===== src/design/de_rham_ifs_point_generator_core_assert.svh =====
// Assertion macros used by the point generator core.
// Define ASSERT_OFF to compile the assertions out.
`ifndef DE_RHAM_IFS_POINT_GENERATOR_CORE_ASSERT_SVH
`define DE_RHAM_IFS_POINT_GENERATOR_CORE_ASSERT_SVH

`ifndef ASSERT_OFF

// Property must hold at every rising clock edge outside reset.
`define DRIFS_ASSERT(lbl, clock, reset, prop, msg) \
  lbl: assert property (@(posedge clock) disable iff (reset) prop) else $error(msg);

// Expression must never be true outside reset.
`define DRIFS_ASSERT_NEVER(lbl, clock, reset, expr, msg) \
  lbl: assert property (@(posedge clock) disable iff (reset) !(expr)) else $error(msg);

`else

`define DRIFS_ASSERT(lbl, clock, reset, prop, msg)
`define DRIFS_ASSERT_NEVER(lbl, clock, reset, expr, msg)

`endif

`endif


===== src/design/drifs_pkg.sv =====
package drifs_pkg;

  // Field widths.
  localparam int COEF_W    = 18;
  localparam int CSUM_W    = COEF_W + 1;
  localparam int COORD_W   = 20;
  localparam int REG_IDX_W = 3;

  // Parameter defaults.
  localparam int DEPTH_DEF     = 15;
  localparam int FRAC_BITS_DEF = 16;

  // Coordinate saturation limits.
  localparam int COORD_MAX = (1 << (COORD_W - 1)) - 1;
  localparam int COORD_MIN = -(1 << (COORD_W - 1));

  // Configuration register indexes.
  localparam logic [REG_IDX_W-1:0] REG_A_RE = 3'd0;
  localparam logic [REG_IDX_W-1:0] REG_A_IM = 3'd1;
  localparam logic [REG_IDX_W-1:0] REG_B_RE = 3'd2;
  localparam logic [REG_IDX_W-1:0] REG_B_IM = 3'd3;
  localparam logic [REG_IDX_W-1:0] REG_C_RE = 3'd4;
  localparam logic [REG_IDX_W-1:0] REG_C_IM = 3'd5;
  localparam logic [REG_IDX_W-1:0] REG_D_RE = 3'd6;
  localparam logic [REG_IDX_W-1:0] REG_D_IM = 3'd7;

  // Reset values of the coefficient registers.
  localparam logic signed [COEF_W-1:0] RST_A_RE = 18'sd30238;
  localparam logic signed [COEF_W-1:0] RST_A_IM = 18'sd30238;
  localparam logic signed [COEF_W-1:0] RST_B_RE = 18'sd0;
  localparam logic signed [COEF_W-1:0] RST_B_IM = 18'sd0;
  localparam logic signed [COEF_W-1:0] RST_C_RE = 18'sd40763;
  localparam logic signed [COEF_W-1:0] RST_C_IM = -18'sd12845;
  localparam logic signed [COEF_W-1:0] RST_D_RE = 18'sd0;
  localparam logic signed [COEF_W-1:0] RST_D_IM = 18'sd0;

  // Folded coefficients of one map, P*w + Q*conj(w):
  //   re = rr*wx + ri*wy,  im = ir*wx + ii*wy
  typedef struct packed {
    logic signed [CSUM_W-1:0] rr;
    logic signed [CSUM_W-1:0] ri;
    logic signed [CSUM_W-1:0] ir;
    logic signed [CSUM_W-1:0] ii;
  } coef_set_t;

  // Coefficients of both maps.
  typedef struct packed {
    coef_set_t f0;
    coef_set_t f1;
  } map_coef_t;

endpackage


===== src/design/drifs_level.sv =====
module drifs_level
  import drifs_pkg::*;
#(
  parameter int DEPTH     = DEPTH_DEF,
  parameter int FRAC_BITS = FRAC_BITS_DEF
) (
  input  logic                        clk,
  input  logic                        rst,
  input  logic                        en,
  input  map_coef_t                   coef,
  input  logic                        in_valid,
  input  logic [DEPTH-1:0]            in_idx,
  input  logic signed [COORD_W-1:0]   in_x,
  input  logic signed [COORD_W-1:0]   in_y,
  output logic                        out_valid,
  output logic [DEPTH-1:0]            out_idx,
  output logic signed [COORD_W-1:0]   out_x,
  output logic signed [COORD_W-1:0]   out_y
);

  // Operand width must hold x - 1.0 for any fraction width.
  localparam int WX_W   = ((FRAC_BITS + 1 > COORD_W) ? FRAC_BITS + 1 : COORD_W) + 1;
  localparam int PROD_W = CSUM_W + WX_W;
  localparam int SUM_W  = PROD_W + 1;

  localparam logic signed [WX_W-1:0]  ONE_WX  = WX_W'(1) << FRAC_BITS;
  localparam logic signed [WX_W-1:0]  ZERO_WX = '0;
  localparam logic signed [SUM_W-1:0] ONE_S   = SUM_W'(1) << FRAC_BITS;
  localparam logic signed [SUM_W-1:0] ZERO_S  = '0;
  localparam logic signed [SUM_W-1:0] MAX_S   = SUM_W'(COORD_MAX);
  localparam logic signed [SUM_W-1:0] MIN_S   = SUM_W'(COORD_MIN);

  logic                      sel;
  coef_set_t                 cs;
  logic signed [WX_W-1:0]    wx, wy;

  logic                      m_valid;
  logic [DEPTH-1:0]          m_idx;
  logic                      m_sel;
  logic signed [PROD_W-1:0]  p_rx, p_ry, p_ix, p_iy;

  logic signed [SUM_W-1:0]   s_r, s_i, t_r, t_i;
  logic signed [COORD_W-1:0] x_next, y_next;

  // The top index bit picks the map; f1 works on z - 1.
  assign sel = in_idx[DEPTH-1];
  assign cs  = sel ? coef.f1 : coef.f0;
  assign wx  = WX_W'(in_x) - (sel ? ONE_WX : ZERO_WX);
  assign wy  = WX_W'(in_y);

  // Multiply stage.
  always_ff @(posedge clk) begin
    if (rst) begin
      m_valid <= 1'b0;
    end else if (en) begin
      m_valid <= in_valid;
    end
  end

  always_ff @(posedge clk) begin
    if (en) begin
      m_idx <= in_idx << 1;
      m_sel <= sel;
      p_rx  <= $signed(cs.rr) * wx;
      p_ry  <= $signed(cs.ri) * wy;
      p_ix  <= $signed(cs.ir) * wx;
      p_iy  <= $signed(cs.ii) * wy;
    end
  end

  // Sum, floor shift, undo the f1 offset and saturate.
  always_comb begin
    s_r = SUM_W'(p_rx) + SUM_W'(p_ry);
    s_i = SUM_W'(p_ix) + SUM_W'(p_iy);
    t_r = (s_r >>> FRAC_BITS) + (m_sel ? ONE_S : ZERO_S);
    t_i = s_i >>> FRAC_BITS;
    if (t_r > MAX_S) begin
      x_next = COORD_W'(COORD_MAX);
    end else if (t_r < MIN_S) begin
      x_next = COORD_W'(COORD_MIN);
    end else begin
      x_next = t_r[COORD_W-1:0];
    end
    if (t_i > MAX_S) begin
      y_next = COORD_W'(COORD_MAX);
    end else if (t_i < MIN_S) begin
      y_next = COORD_W'(COORD_MIN);
    end else begin
      y_next = t_i[COORD_W-1:0];
    end
  end

  // Sum stage.
  always_ff @(posedge clk) begin
    if (rst) begin
      out_valid <= 1'b0;
    end else if (en) begin
      out_valid <= m_valid;
    end
  end

  always_ff @(posedge clk) begin
    if (en) begin
      out_idx <= m_idx;
      out_x   <= x_next;
      out_y   <= y_next;
    end
  end

endmodule


===== config.mk =====
export PLATFORM = sky130hd
export DESIGN_NAME = drifs_level
export DESIGN_NICKNAME = d
export VERILOG_FILES = /design/src/design/de_rham_ifs_point_generator_core_assert.svh /design/src/design/drifs_pkg.sv /design/src/design/drifs_level.sv
export SDC_FILE = /design/constraint.sdc
export NUM_CORES = 2
export LEC_CHECK = 0
export BUFFER_PORTS_ARGS = -buffer_cell sky130_fd_sc_hd__buf_4
export CAP_MARGIN = 0
export CELL_PAD_IN_SITES_DETAIL_PLACEMENT = 1
export CELL_PAD_IN_SITES_GLOBAL_PLACEMENT = 2
export CORE_UTILIZATION = 43
export CTS_CLUSTER_DIAMETER = 100
export DETAILED_ROUTE_END_ITERATION = 8
export PLACE_DENSITY = 0.93
export SKIP_LAST_GASP = 1
export SYNTH_ARGS = -nofsm -noshare
export SYNTH_HDL_FRONTEND = slang
export SYNTH_SLANG_ARGS = --single-unit

===== constraint.sdc =====
create_clock -name clk -period 11.2 [get_ports clk]
set_input_delay 0.56 -clock clk [delete_from_list [all_inputs] [get_ports clk]]
set_output_delay 0.56 -clock clk [all_outputs]
set_load 0.02 [all_outputs]

# [Word level (Yosys, flattened, before mapping)]
# Cells that the tools add are included.
[totals] reg_bits=229 output_inout_bits=56 elab_cells=28
[classes] add_sub_neg=4 n_mul=4 magnitude_cmp=4 n_mux=5
[ops] op="adder 40 x 39 -> 41 bit" n=2
[ops] op="multiplier 19 x 21 -> 40 bit" n=2
[ops] op="multiplier 19 x 20 -> 39 bit" n=2
[ops] op="2-to-1 mux 76 bit" n=1
[ops] op="2-to-1 mux 20 bit" n=2
[ops] op="2-to-1 mux 17 bit" n=2
[ops] op="adder 25 x 18 -> 26 bit" n=1
[ops] op="greater-than comparator 26 x 20 -> 1 bit (second input constant)" n=1
[ops] op="< comparator 26 x 20 -> 1 bit (second input constant)" n=1
[ops] op="greater-than comparator 25 x 20 -> 1 bit (second input constant)" n=1
[ops] op="< comparator 25 x 20 -> 1 bit (second input constant)" n=1
[ops] op="subtractor 20 x 18 -> 21 bit" n=1

# [Longest topological paths before layout]
[depth] word_depth=4 ltp_mapped=30 mapped_depth_nobuf=28

# [Least setup slack after synthesis]
# Ideal clock, no wire load.
[synth_path] kind="input port to flip-flop" start="input port in_idx[14]" end="register p_ix[38] (data pin)" setup_ns=0.258 arrival_time_ns=7.820 required_ns=10.942 path_slack_ns=3.123 path_stages=26 path_buffers=3 cell_sequence="clkbuf_1 -> clkbuf_1 -> buf_1 -> mux2i_1 -> nor2_1 -> fa_1 -> fa_1 -> inv_1 -> fa_1 -> inv_1 -> fa_1 -> fa_1 -> inv_1 -> fa_1 -> inv_1 -> ha_1 -> ha_1 -> and3_1 -> nand3_1 -> or4b_2 -> a21oi_1 -> nor3_1 -> o21ai_0 -> a221o_1 -> a21oi_1 -> xnor2_1"
[synth_between] elab_chain_len=3 elab_cells_between_ends=4 cone_classes="add/sub: 1; mul: 1; mux: 2"
[synth_lines] item="start, declared" line="drifs_level.sv:12" text="input logic [DEPTH-1:0] in_idx,"
[synth_lines] item="2-to-1 mux 17 bit" line="drifs_level.sv:48" text="assign wx = WX_W'(in_x) - (sel ? ONE_WX : ZERO_WX);"
[synth_lines] item="subtractor 20 x 18 -> 21 bit" line="drifs_level.sv:48"
[synth_lines] item="multiplier 19 x 21 -> 40 bit (*)" line="drifs_level.sv:66" text="p_ix <= $signed(cs.ir) * wx;"
[synth_lines] item="end signal, assigned" line="drifs_level.sv:66"
[synth_lines] item="end, declared" line="drifs_level.sv:40" text="logic signed [PROD_W-1:0] p_rx, p_ry, p_ix, p_iy;"
# Mark *: on every way between the ends. The rest lies on a longest branch, timed or not.
# A chain may end at the register's enable or synchronous reset.

# [Worst setup path in the final report]
[layout_path] start="input port in_idx[14]" end="register p_rx[36] (data pin)"
[layout_between] elab_chain_len=3 elab_cells_between_ends=4 cone_classes="add/sub: 1; mul: 1; mux: 2"
[layout_lines] item="2-to-1 mux 17 bit" line="drifs_level.sv:48"
[layout_lines] item="subtractor 20 x 18 -> 21 bit" line="drifs_level.sv:48"
[layout_lines] item="multiplier 19 x 21 -> 40 bit (*)" line="drifs_level.sv:64" text="p_rx <= $signed(cs.rr) * wx;"
[layout_lines] item="end signal, assigned" line="drifs_level.sv:64"
[layout_lines] item="end, declared" line="drifs_level.sv:40"
# Marks and branches as above.

==> flow_metrics.tcl <==
set metrics [dict create \
    status "finished clean" \
    worstHoldPathType "in -> reg" \
    cts-resized-gates 0 \
    wirelength_um 196700 \
    drv_cap 0 \
    hold_violations 0 \
    syn2layout_area_growth_pct 6.421 \
    io_buffer_count 265 \
    antenna_found_initial 2 \
    max-clock-path-buffers 3 \
    cts_tree "done" \
    pin_count 267 \
    crit_fanout 50 \
    die_y_um 402.7 \
    cts_root_buf "clkbuf_16" \
    ctsHoldBuffers 0 \
    grt_pass1_vias 58488 \
    hpwl_um 158300 \
    critical_path_buf_inv_count 6 \
    async_flop_share_pct 0 \
    max_freq_mhz 111.5 \
    critPathMaxStageDelay_ns 0.75 \
    finClkSkew_ns 0.02602 \
    ant_nets 0 \
    dr_total_vias 48966 \
    place.gp.congestion 0.9007 \
    multi_input_area_um2 54870 \
    setup_tns_ns 0 \
    routedWlPerCell_um 21.25 \
    grt_usage_pct 24.99 \
    die_area_um2 162200 \
    cts_setup_buffers 0 \
    synth_flop_cell "edfxtp_1" \
    slowest_stage "buf_4" \
    drc 0 \
    crit_required_ns 11.52 \
    yosysWarningCount 0 \
    yosysSeqAreaShare_pct 9.931 \
    drt-initial-drc-count 2141 \
    clk_pin_slew_worst_paths_ns 0.06 \
    netlist_area_um2 69040 \
    layout_commonest_cell "inv_1" \
    grt_overflow_total 0 \
    rsz0062_at_grt "false" \
    fillerInstances 18008 \
    layout_common_cells "inv_1, fa_1, nand2_1, ha_1, and2_1" \
    drive_gt1_share_pct 6.683 \
    maxSlewHeadroom_pct 24.94 \
    grt_pass1_wl_um 318400 \
    first_pass_iters 5 \
    grt_max_degree 94 \
    cts_sinks 229 \
    vias_per_cell 5.291 \
    cp.arrival_ns 9.29 \
    synthCells 7176 \
    critPathTopFamily "adder cells" \
    endpoint_kind "flop" \
    drv_slew 0 \
    row_count 146 \
    fin_nets 9483 \
    setup_viol 0 \
    syn_nets 9498 \
    clkLatencyLatePin_ns 0.59 \
    cp-start-kind "input pin" \
    synth_edf_count 227 \
    die_w_um 402.7 \
    seq_area_um2 6857 \
    ys_seq_elements 229 \
    worst_slew_pin_slew_ns 1.126 \
    fin_crit_sh_pct 80.10 \
    ys_types 97 \
    cts_buffers 27 \
    setup.worst_path.class "in -> reg" \
    coreArea_um2 158900 \
    syn_area_per_cell_um2 9.621 \
    start_util_pct 43.44 \
    fin_crit_ns 8.971 \
    cp_common_cell "fa_1" \
    htree_levels 1 \
]
## area by class of cell
class | instances | area share, %
sequential | 229 | 9.332
clock buffer | 33 | 0.9502
tap | 2072 | 3.528
inverter | 1622 | 8.286
antenna | 1 | 0.003406
timing repair buffer | 284 | 2.917
multi-input combinational | 4997 | 74.68
clock inverter | 17 | 0.2997
## Yosys cell counts (8+ instances only)
cell type	count	area share, %
inv_1	1622	8.8
fa_1	1554	45
nand2_1	854	4.6
ha_1	557	10
and2_1	543	4.9
clkbuf_1	303	1.6
nor2_1	239	1.3
edfxtp_1	227	9.9
xnor2_1	181	2.3
a21oi_1	162	1.2
a21o_1	119	1.3
nor2b_1	74	0.67
o21ai_0	71	0.51
mux2_2	70	1.1
nand2b_1	68	0.62
xor2_1	67	0.85
nor3_1	32	0.23
o21a_1	32	0.35
nand3_1	31	0.22
mux2i_1	30	0.43
or2_2	24	0.22
a31oi_1	22	0.20
o21ai_1	21	0.15
o21bai_1	21	0.23
nand4_1	19	0.17
and3_1	18	0.16
buf_1	16	0.087
or3_1	15	0.14
o211ai_1	12	0.13
a211oi_1	11	0.12
o21ai_2	11	0.14
a211o_1	8	0.10
## metal layers
metal  routed length (µm)  track usage (%)  vias up
met5                    0                0        -
met4                 6807            7.638        0
met3                 7566            2.530      379
met2               105500            46.95     1099
met1                76870            29.83    26010
li1                     -                -    21478
## logic make-up after synthesis
family	count (synthesis)	share of synthesized area, %
compound gates	577	5.654
other cells	1	0.005432
mux	100	1.577
buf+inv	1950	10.66
xor+xnor	249	3.170
simple gates	1952	13.75
fa+ha+maj	2118	55.26
flops	229	9.931
## path summary, 6_finish.rpt
path | startpoint | to | slack (ns) | cells past startpoint
max | in_idx[14] | p_rx[36] | 2.23 | 27
min reg2reg | m_idx[14] | out_idx[14] | 0.42 | 0
max reg2reg | p_rx[15] | out_x[17] | 6.10 | 17
min | rst | out_valid | 0.14 | 2
## worst register-to-register path, delay by kind of cell (launching register included)
family | cells | cell delay [ns]
xor+xnor | 1 | 0.14
fa+ha+maj | 2 | 0.64
flops | 1 | 0.42
simple gates | 3 | 0.55
compound gates | 11 | 3.10
## stage by stage
step                hold slack (ns)  utilization, %  area [µm²]  cells  worst slack (ns)
floorplan                    0.4003               -       69040   7176             3.123
global placement             0.4012           45.65       72550   9204             1.950
detailed placement           0.4062           45.65       72550   9204             1.671
CTS                         0.09964           46.23       73470   9254             2.306
global route                 0.1080           46.23       73470   9254             1.810
finish                       0.1366           46.23       73470   9255             2.229
## sequential cells by signal, indices dropped and copies added (netlist names)
register   flops
m_idx         14
m_valid        1
out_idx       14
m_sel          1
out_y         20
out_valid      1
p_iy          39
p_ry          39
out_x         20
p_ix          40
p_rx          40
Power is left out: the tool's default activity adds up to more than one toggle a clock period on the data nets, which glitch-free logic cannot reach.
