$ cat config.mk
export PLATFORM = sky130hd
export DESIGN_NAME = drifs_cfg
export DESIGN_NICKNAME = d
export VERILOG_FILES = /design/src/design/de_rham_ifs_point_generator_core_assert.svh /design/src/design/drifs_pkg.sv /design/src/design/drifs_cfg.sv
export SDC_FILE = /design/constraint.sdc
export NUM_CORES = 1
export LEC_CHECK = 0
export ABC_AREA = 1
export BUFFER_PORTS_ARGS = -buffer_cell sky130_fd_sc_hd__buf_2
export CAP_MARGIN = 0
export CORE_AREA = 2 2 179 181
export DETAILED_ROUTE_END_ITERATION = 12
export DIE_AREA = 0 0 181 183
export PLACE_DENSITY = 0.76
export SYNTH_ARGS = -nofsm -noshare
export SYNTH_HDL_FRONTEND = slang
export SYNTH_SLANG_ARGS = --single-unit
$ cat constraint.sdc
create_clock -name clk -period 1.6 [get_ports clk]
set_input_delay 0.16 -clock clk [delete_from_list [all_inputs] [get_ports clk]]
set_output_delay 0.16 -clock clk [all_outputs]
set_load 0.05 [all_outputs]
$ cat src/design/de_rham_ifs_point_generator_core_assert.svh
// Assertion macros used by the point generator core.
// Define ASSERT_OFF to compile the assertions out.
`ifndef DE_RHAM_IFS_POINT_GENERATOR_CORE_ASSERT_SVH
`define DE_RHAM_IFS_POINT_GENERATOR_CORE_ASSERT_SVH

`ifndef ASSERT_OFF

// Property must hold at every rising clock edge outside reset.
`define DRIFS_ASSERT(lbl, clock, reset, prop, msg) \
  lbl: assert property (@(posedge clock) disable iff (reset) prop) else $error(msg);

// Expression must never be true outside reset.
`define DRIFS_ASSERT_NEVER(lbl, clock, reset, expr, msg) \
  lbl: assert property (@(posedge clock) disable iff (reset) !(expr)) else $error(msg);

`else

`define DRIFS_ASSERT(lbl, clock, reset, prop, msg)
`define DRIFS_ASSERT_NEVER(lbl, clock, reset, expr, msg)

`endif

`endif

$ cat src/design/drifs_pkg.sv
package drifs_pkg;

  // Field widths.
  localparam int COEF_W    = 18;
  localparam int CSUM_W    = COEF_W + 1;
  localparam int COORD_W   = 20;
  localparam int REG_IDX_W = 3;

  // Parameter defaults.
  localparam int DEPTH_DEF     = 15;
  localparam int FRAC_BITS_DEF = 16;

  // Coordinate saturation limits.
  localparam int COORD_MAX = (1 << (COORD_W - 1)) - 1;
  localparam int COORD_MIN = -(1 << (COORD_W - 1));

  // Configuration register indexes.
  localparam logic [REG_IDX_W-1:0] REG_A_RE = 3'd0;
  localparam logic [REG_IDX_W-1:0] REG_A_IM = 3'd1;
  localparam logic [REG_IDX_W-1:0] REG_B_RE = 3'd2;
  localparam logic [REG_IDX_W-1:0] REG_B_IM = 3'd3;
  localparam logic [REG_IDX_W-1:0] REG_C_RE = 3'd4;
  localparam logic [REG_IDX_W-1:0] REG_C_IM = 3'd5;
  localparam logic [REG_IDX_W-1:0] REG_D_RE = 3'd6;
  localparam logic [REG_IDX_W-1:0] REG_D_IM = 3'd7;

  // Reset values of the coefficient registers.
  localparam logic signed [COEF_W-1:0] RST_A_RE = 18'sd30238;
  localparam logic signed [COEF_W-1:0] RST_A_IM = 18'sd30238;
  localparam logic signed [COEF_W-1:0] RST_B_RE = 18'sd0;
  localparam logic signed [COEF_W-1:0] RST_B_IM = 18'sd0;
  localparam logic signed [COEF_W-1:0] RST_C_RE = 18'sd40763;
  localparam logic signed [COEF_W-1:0] RST_C_IM = -18'sd12845;
  localparam logic signed [COEF_W-1:0] RST_D_RE = 18'sd0;
  localparam logic signed [COEF_W-1:0] RST_D_IM = 18'sd0;

  // Folded coefficients of one map, P*w + Q*conj(w):
  //   re = rr*wx + ri*wy,  im = ir*wx + ii*wy
  typedef struct packed {
    logic signed [CSUM_W-1:0] rr;
    logic signed [CSUM_W-1:0] ri;
    logic signed [CSUM_W-1:0] ir;
    logic signed [CSUM_W-1:0] ii;
  } coef_set_t;

  // Coefficients of both maps.
  typedef struct packed {
    coef_set_t f0;
    coef_set_t f1;
  } map_coef_t;

endpackage

$ cat src/design/drifs_cfg.sv
module drifs_cfg
  import drifs_pkg::*;
(
  input  logic                        clk,
  input  logic                        rst,
  input  logic                        cfg_valid,
  output logic                        cfg_ready,
  input  logic [REG_IDX_W-1:0]        cfg_index,
  input  logic signed [COEF_W-1:0]    cfg_data,
  output map_coef_t                   coef
);

  logic signed [COEF_W-1:0] a_re, a_im, b_re, b_im;
  logic signed [COEF_W-1:0] c_re, c_im, d_re, d_im;
  map_coef_t                coef_next;

  // Writes are always taken.
  assign cfg_ready = 1'b1;

  // Coefficient register file.
  always_ff @(posedge clk) begin
    if (rst) begin
      a_re <= RST_A_RE;
      a_im <= RST_A_IM;
      b_re <= RST_B_RE;
      b_im <= RST_B_IM;
      c_re <= RST_C_RE;
      c_im <= RST_C_IM;
      d_re <= RST_D_RE;
      d_im <= RST_D_IM;
    end else if (cfg_valid) begin
      case (cfg_index)
        REG_A_RE: a_re <= cfg_data;
        REG_A_IM: a_im <= cfg_data;
        REG_B_RE: b_re <= cfg_data;
        REG_B_IM: b_im <= cfg_data;
        REG_C_RE: c_re <= cfg_data;
        REG_C_IM: c_im <= cfg_data;
        REG_D_RE: d_re <= cfg_data;
        REG_D_IM: d_im <= cfg_data;
        default: ;
      endcase
    end
  end

  // Fold the conjugate term into the linear one, so that each output part
  // needs two products instead of four.
  always_comb begin
    coef_next.f0.rr = CSUM_W'(a_re) + CSUM_W'(b_re);
    coef_next.f0.ri = CSUM_W'(b_im) - CSUM_W'(a_im);
    coef_next.f0.ir = CSUM_W'(a_im) + CSUM_W'(b_im);
    coef_next.f0.ii = CSUM_W'(a_re) - CSUM_W'(b_re);
    coef_next.f1.rr = CSUM_W'(c_re) + CSUM_W'(d_re);
    coef_next.f1.ri = CSUM_W'(d_im) - CSUM_W'(c_im);
    coef_next.f1.ir = CSUM_W'(c_im) + CSUM_W'(d_im);
    coef_next.f1.ii = CSUM_W'(c_re) - CSUM_W'(d_re);
  end

  // Registered folded coefficients; a write passes the register file, then this register.
  always_ff @(posedge clk) begin
    coef <= coef_next;
  end

endmodule

; Word level (Yosys, flattened, before mapping)
; Cells that the tools add are included.
[classes]
eq_ne = 7
addsub = 8
reduce_logical = 9
[ops]
columns = op, n
row1 = adder 18 x 18 -> 19 bit, 4
row2 = subtractor 18 x 18 -> 19 bit, 4
row3 = AND reduction 2 bit, 8
row4 = "equality test 3 bit, second input constant", 4
row5 = "equality test 3 x 2 -> 1 bit, second input constant", 2
row6 = "equality test 3 x 1 -> 1 bit, second input constant", 1
row7 = logical NOT 3 bit, 1
[totals]
register_bits = 296
elab_cells = 40
input_bits = 24

; Longest topological paths before layout
; Gate-level depths: netlist (run 1).
[depth]
word_depth = 2
mapped_depth = 14

; Least setup slack after synthesis (run 1)
; OpenSTA, ideal clock, no wires.
[synth_timing]
kind = reg-to-reg
from = register b_im[0]
to = register coef[130] in the netlist's numbering
path_slack_ns = -0.064
stages_incl_launch_ff = 12
setup_time_ns = 0.112
t_required_ns = 1.488
arrival_time_ns = 1.552
path_cell_list = dfxtp_1 -> inv_1 -> ha_1 -> fa_1 -> inv_1 -> nand3_1 -> nand3_1 -> nand2_1 -> nand2_1 -> nand3_1 -> nand3_1 -> nand2_1
[synth_rtl]
columns = element, line
row1 = from (decl), drifs_cfg.sv:13  ; logic signed [COEF_W-1:0] a_re, a_im, b_re, b_im;
row2 = from (signal assigned), drifs_cfg.sv:36  ; REG_B_IM: b_im <= cfg_data;
row3 = to (signal assigned), drifs_cfg.sv:61  ; coef <= coef_next;
row4 = to (decl), drifs_cfg.sv:10  ; output map_coef_t coef

==> run metrics, run 1 <==
met1 wire length between 20000 and 25000 um; multi-input logic area 11690 sq um; drt drc 0; area share of and/or/nand/nor cells after synthesis 0.2739; Worst VDD drop 0.0008227 V; crit path capture type flip-flop; PnR Total Power 21860 uW; number of flops mapped to enable cells by yosys 0; Post-DP HPWL 35490 um; die width roughly 180 um; most common cell in the netlist nand2_1; core area 31230 sq um; final core utilization 0.7885; Tightest Pin Transition ~640 ps; Top Ports 177; fin crit share 1.118; TritonCTS clock tree yes; via count 17610; leakage around 0.012 uW; Layout area overhead 48.51%; Data arrival, critical path 2240 ps; Synth async-reset ratio 0; Synth Flop Type dfxtp_1; die area 33120 sq um; Hold Path Depth 3; Starting Density 0.5310; Final Wtd Congestion 0.9195; uppermost routed layer met5; total congestion overflow 0; Fin Setup TNS -3267 ps; YS warnings 0; Synthesized Nets 2532; Layout Nets 3073; Cells after Synth 2356; All-Layer GR Usage 0.2885; kind of critical path flip-flop to flip-flop; crit-path max FO 7; XOR/XNOR Fraction of Synth Area 0.03803; Synth top area share 0.3525; Met2 Routed Length 26670 um; CTS root buffer clkbuf_16; post-layout min period around 1800 ps; largest net degree at the start of global routing 73; Synth Area per Inst 7.038 sq um; Register Area roughly 6000 sq um; final hold violation count 0; status complete, but fails checks; CTS HTree Levels 1; top cells by area, synth dfxtp_1, nand2_1, ha_1; # setup viols final 55; total clock sinks 292; number of global-route vias before repair 16700; main combinational cell family by area after synthesis simple AND/OR/NAND/NOR gates; die height 183 um; first-pass GRT wire length 79430 um; FP Rows 65; Clock Path Buffers 3; WL met3 3507 um; class of the worst hold path primary input to flip-flop; Fmax 559.2 MHz; Avg WL per Cell 16.45 um; multiplexer share of the synthesized area 0; max-cap viol count 0; clock skew 16.41 ps; top post-synthesis cells by count nand2_1, nor2_1, dfxtp_1; Yosys cell types 38; Final WS setup -188.1 ps; cell taking the most area after synthesis dfxtp_1; compound-cell area share of the yosys netlist 0.1171; DRT antenna net count 0; initial antenna violation count 6; vias per cell 5.297; share of layout cells above drive strength 1 0.4462; Syn Std Cell Area between 15000 and 20000 sq um; worst path required time about 2100 ps; #FFs+latches synth 292; Slew Limit Headroom 0.5758; worst skew pair latency 570 ps; Detailed Route Iter0 Violations 1233; fill count 2078; failing checks negative setup slack; RSZ-0062 raised after global routing yes; R2R depth 11; Buffers on Ports 175; Clock transition at path regs 70 ps; DRT Pass-1 Iters 6; max-slew violation count 0; sequential-to-total area share from yosys stat 0.3525; Post-Synth Adder-Cell Area 0.1183; CTS buffer count 31; Power Density 887.7 nW/um^2; final wirelength 54680 um; CP startpoint kind flip-flop
==> worst max-delay path, stage by stage (launching register included) <==
cell,delay (ps)
dfxtp_2,340
inv_1,80
ha_4,350
nor2_2,70
inv_1,90
nor2_1,60
nor2_1,190
nand2_2,150
nand2_2,100
nand2_1,60
nand2_1,70
nand2_1,80
==> where the power goes <==
group / switching [uW] / leakage, uW / internal [uW] / total, uW
clock: 2970 / 0.000534 / 4770 / 7750
sequential: 231 / 0.00241 / 7860 / 8090
combinational: 3980 / 0.00931 / 2040 / 6020
total: 7190 / 0.0123 / 14700 / 21900
==> registers in the layout (all words and copies together) (netlist names) <==
name and count:
a_im 18, c_re 18, b_re 18, a_re 18, c_im 18, b_im 18
d_im 18, d_re 18, coef 148
==> metrics by stage <==
step	area [sq um]	cells	worst slack [ps]	hold WS, ps
finish	24630	3324	-188.1	25.69
global route	24620	3321	-242.8	25.15
CTS	22500	3271	-80.58	2.243
detailed placement	19990	3179	-244.1	474.9
global placement	19990	3179	-208.0	465.0
floorplan	16610	2356	-12.50	286.1
==> logic make-up after synthesis <==
kind of cell / count (synthesis)
adders and majority gates: 152
xor gates and xnor gates: 72
DFF: 292
and+or+nand+nor: 1103
AOI/OAI and AO/OA: 350
buffers and inverters: 386
other: 1
==> routing by layer <==
metal  track usage  vias up
li1              -     8491
met1        0.3533     8249
met2        0.5229      676
met3       0.03991      186
met4       0.09398        4
met5             0        -
==> cell usage in the layout (no fill, tap or decap), types with 23 or more instances in the layout <==
master,Yosys,final
ha_1,144,66
nand3_2,12,38
nand2_1,615,442
buf_2,33,175
clkbuf_16,0,31
o21ai_0,123,108
buf_4,25,380
dfxtp_1,292,218
nand2_4,0,26
xor2_1,66,53
a21oi_2,9,55
nand3_1,129,89
nor2_2,8,57
inv_1,269,198
nor2_1,297,235
inv_2,26,84
ha_4,0,72
o211ai_1,23,23
a21oi_1,145,92
dfxtp_2,0,66
nand2_2,4,150
==> final cells by class <==
cell class | instances | share of cell area
Multi-Input combinational cell | 1678 | 0.4748
Sequential cell | 292 | 0.2419
Tap cell | 402 | 0.02042
Antenna cell | 4 | 0.0004065
Clock inverter | 11 | 0.008739
Inverter | 296 | 0.04649
Timing Repair Buffer | 598 | 0.1714
Clock buffer | 43 | 0.03577
==> worst paths after layout <==
kind | startpoint | endpoint | slack, ps
hold / removal | cfg_data[17] | c_im[17] | 30
hold reg to reg | d_re[17] | d_re[17] | 490
setup reg to reg | b_re[5] | coef[144] | -190
setup / recovery | b_re[5] | coef[144] | -190
==> timing repair <==
action	in CTS	in global routing
endpoints found under the hold margin	57	0
hold buffers	17	0
setup buffers	22	51
gates cloned	0	0
pin swaps	58	170
endpoints found under the setup margin	109	105
resized for setup	248	537
(Power assumes the default switching activity.)
==> run 2, diff against run 1 <==
--- a/config.mk
+++ b/config.mk
@@ -8,10 +8,13 @@
 export ABC_AREA = 1
 export BUFFER_PORTS_ARGS = -buffer_cell sky130_fd_sc_hd__buf_2
 export CAP_MARGIN = 0
-export CORE_AREA = 2 2 179 181
+export CELL_PAD_IN_SITES_DETAIL_PLACEMENT = 1
+export CELL_PAD_IN_SITES_GLOBAL_PLACEMENT = 1
+export CORE_AREA = 2 2 210 212
 export DETAILED_ROUTE_END_ITERATION = 12
-export DIE_AREA = 0 0 181 183
-export PLACE_DENSITY = 0.76
+export DIE_AREA = 0 0 212 214
+export PLACE_DENSITY_LB_ADDON = 0.1
 export SYNTH_ARGS = -nofsm -noshare
 export SYNTH_HDL_FRONTEND = slang
 export SYNTH_SLANG_ARGS = --single-unit
+export TNS_END_PERCENT = 10
==> run 2 against run 1 <==
Compared with the run above:
- the flow still finishes with violations (negative setup slack)
- clock skew shrank 2.3 ps
- register-to-register slack is essentially flat
- fmax up 0.62%
- highest routed layer is now met4
- largest power group is now clock
- utilization down 23 points
- non-clock buffer count up 26
- first-iteration DRC count is 44% lower
==> run metrics, run 2 (synthesized netlist as in run 1, its figures left out) <==
post-layout min period 1777 ps (-11.07 ps); stages on the worst setup path 9 (-2); Slowest-stage cell, CP fa_2; crit-path max FO 3 (-4); Layout Nets 3104 (+1.0%); Worst VDD drop 0.0008583 V (+4.3%); max-cap viol count 0 (unchanged); CTS buffer count 36 (+16%); Final WS setup -177.1 ps (+11.07 ps); crit path capture type flip-flop; TritonCTS clock tree yes; largest net degree at the start of global routing 36 (-51%); max-slew violation count 0 (unchanged); most frequent cells in the layout nand2_1, buf_4, nor2_1, dfxtp_1, inv_1; Data arrival, critical path 2220 ps (-20 ps); Starting Density 0.3867 (-0.1443); die area 45370 sq um (+37%); placed cells 3430 (+7.9%); RSZ-0062 raised after global routing yes; Hold Path Depth 3 (unchanged); final wirelength 61020 um (+12%); Clock Path Buffers 3 (unchanged); fill count 5402 (+160%); CTS root buffer clkbuf_16; Detailed Route Iter0 Violations 691 (-44%); Fmax 562.7 MHz (+0.62%); Top Ports 177 (unchanged); CTS HTree Levels 2 (+1); Tightest Pin Transition 508.0 ps (-127.6 ps); total clock sinks 292 (unchanged); CP startpoint kind flip-flop; Final Wtd Congestion 0.8597 (-6.5%); max reg flops 148 (unchanged); Max stage delay on crit path 400 ps (+50 ps); Clock transition at path regs 60 ps (about the same); final hold violation count 0 (unchanged); first-pass GRT wire length 95560 um (+20%); initial antenna violation count 1 (-5); fin crit share 1.111 (-0.006918); leakage 0.01220 uW (-0.45%); via count 17180 (-2.4%); Slew Limit Headroom 0.6609 (+0.08512); All-Layer GR Usage 0.2630 (-0.02545); worst skew pair latency 560 ps (about the same); total congestion overflow 0 (unchanged); DRT Pass-1 Iters 5 (-1); failing checks negative setup slack; clock skew 14.14 ps (-2.271 ps); Post-DP HPWL 45050 um (+27%); die height 214 um (+17%); status complete, but fails checks; Top reg by flops coef; number of global-route vias before repair 18380 (+10%); class of the worst hold path primary input to flip-flop; worst path cell trace inv_4 > ha_4 > fa_2 > inv_2 > nand3_2 > nand3_2 > buf_4 > buf_4 > xor2_1; final core utilization 0.5614 (-0.2272); most common cell after layout, fill and taps aside nand2_1; R2R depth 9 (-2); core area 42890 sq um (+37%); FP Rows 76 (+17%); r2r setup slk -180 ps (about the same); DRT antenna net count 0 (unchanged); Avg WL per Cell 17.26 um (+4.9%); cell family with most CP delay adder cells; drt drc 0 (unchanged); kind of critical path flip-flop to flip-flop; share of layout cells above drive strength 1 0.3730 (-0.07319); Buffers on Ports 175 (unchanged); die width 212 um (+17%); vias per cell 4.859 (-8.3%); Final Cell Area 24070 sq um (-2.2%); Layout area overhead 45.18%; buffers and inverters on the worst path 4 (+2); worst path required time 2050 ps (about the same); dpl cell area 20780 sq um (+3.9%); Fin Setup TNS -3982 ps (-715.8 ps); Non-Filler Instances 3535 (+6.3%); Power Density 919.4 nW/um^2 (+3.6%); Register Area 5914 sq um (-0.73%); multi-input logic area 10760 sq um (-7.9%); # setup viols final 79 (+44%)
run 2: cell type report:
cell class,instances,area share
well taps,585,0.03040
multi-input cells,1678,0.4471
flip-flops and latches,292,0.2457
repair buffers,624,0.1818
clock inverters,14,0.006393
diodes,1,0.0001039
clock buffers,45,0.04179
inverters,296,0.04672
run 2: what timing repair did:
item                                    CTS  global route
hold buffers                              4             0
endpoints found under the hold margin    14             0
setup buffers                            18            23
gates cloned                              0             0
pin swaps                                52            75
endpoints found under the setup margin  119           116
gates resized for setup                 268           195
run 2: where the power goes:
group          switching (uW)  internal (uW)
logic                    3870           1960
clock network            3280           4910
registers                 255           7860
total                    7400          14700
run 2: worst paths after layout:
check	start	end
setup / recovery	d_im[0]	coef[42]
hold / removal	cfg_data[14]	d_im[14]
setup reg to reg	d_im[0]	coef[42]
hold reg to reg	d_re[16]	d_re[16]
run 2: tightest hold or removal path, stage by stage:
cell and delay, ps:
buf_2 190, nor2_1 130, nor2_1 50
run 2: per-layer routing:
layer	track usage	share of wire
met5	0	0
met2	0.4587	0.49
met1	0.3370	0.45
met4	0.08568	0.027
met3	0.02844	0.030
run 2: per-stage QoR:
step / power (uW) / hold slack (ps) / worst slack [ps]
final: 22130 / 21.06 / -177.1
after floorplan: 11590 / 286.2 / -46.56
after detailed placement: 13530 / 482.3 / -328.2
after global routing: 23060 / 25.91 / -239.1
after CTS: 22120 / 3.454 / -131.2
after global placement: 13410 / 460.0 / -315.0
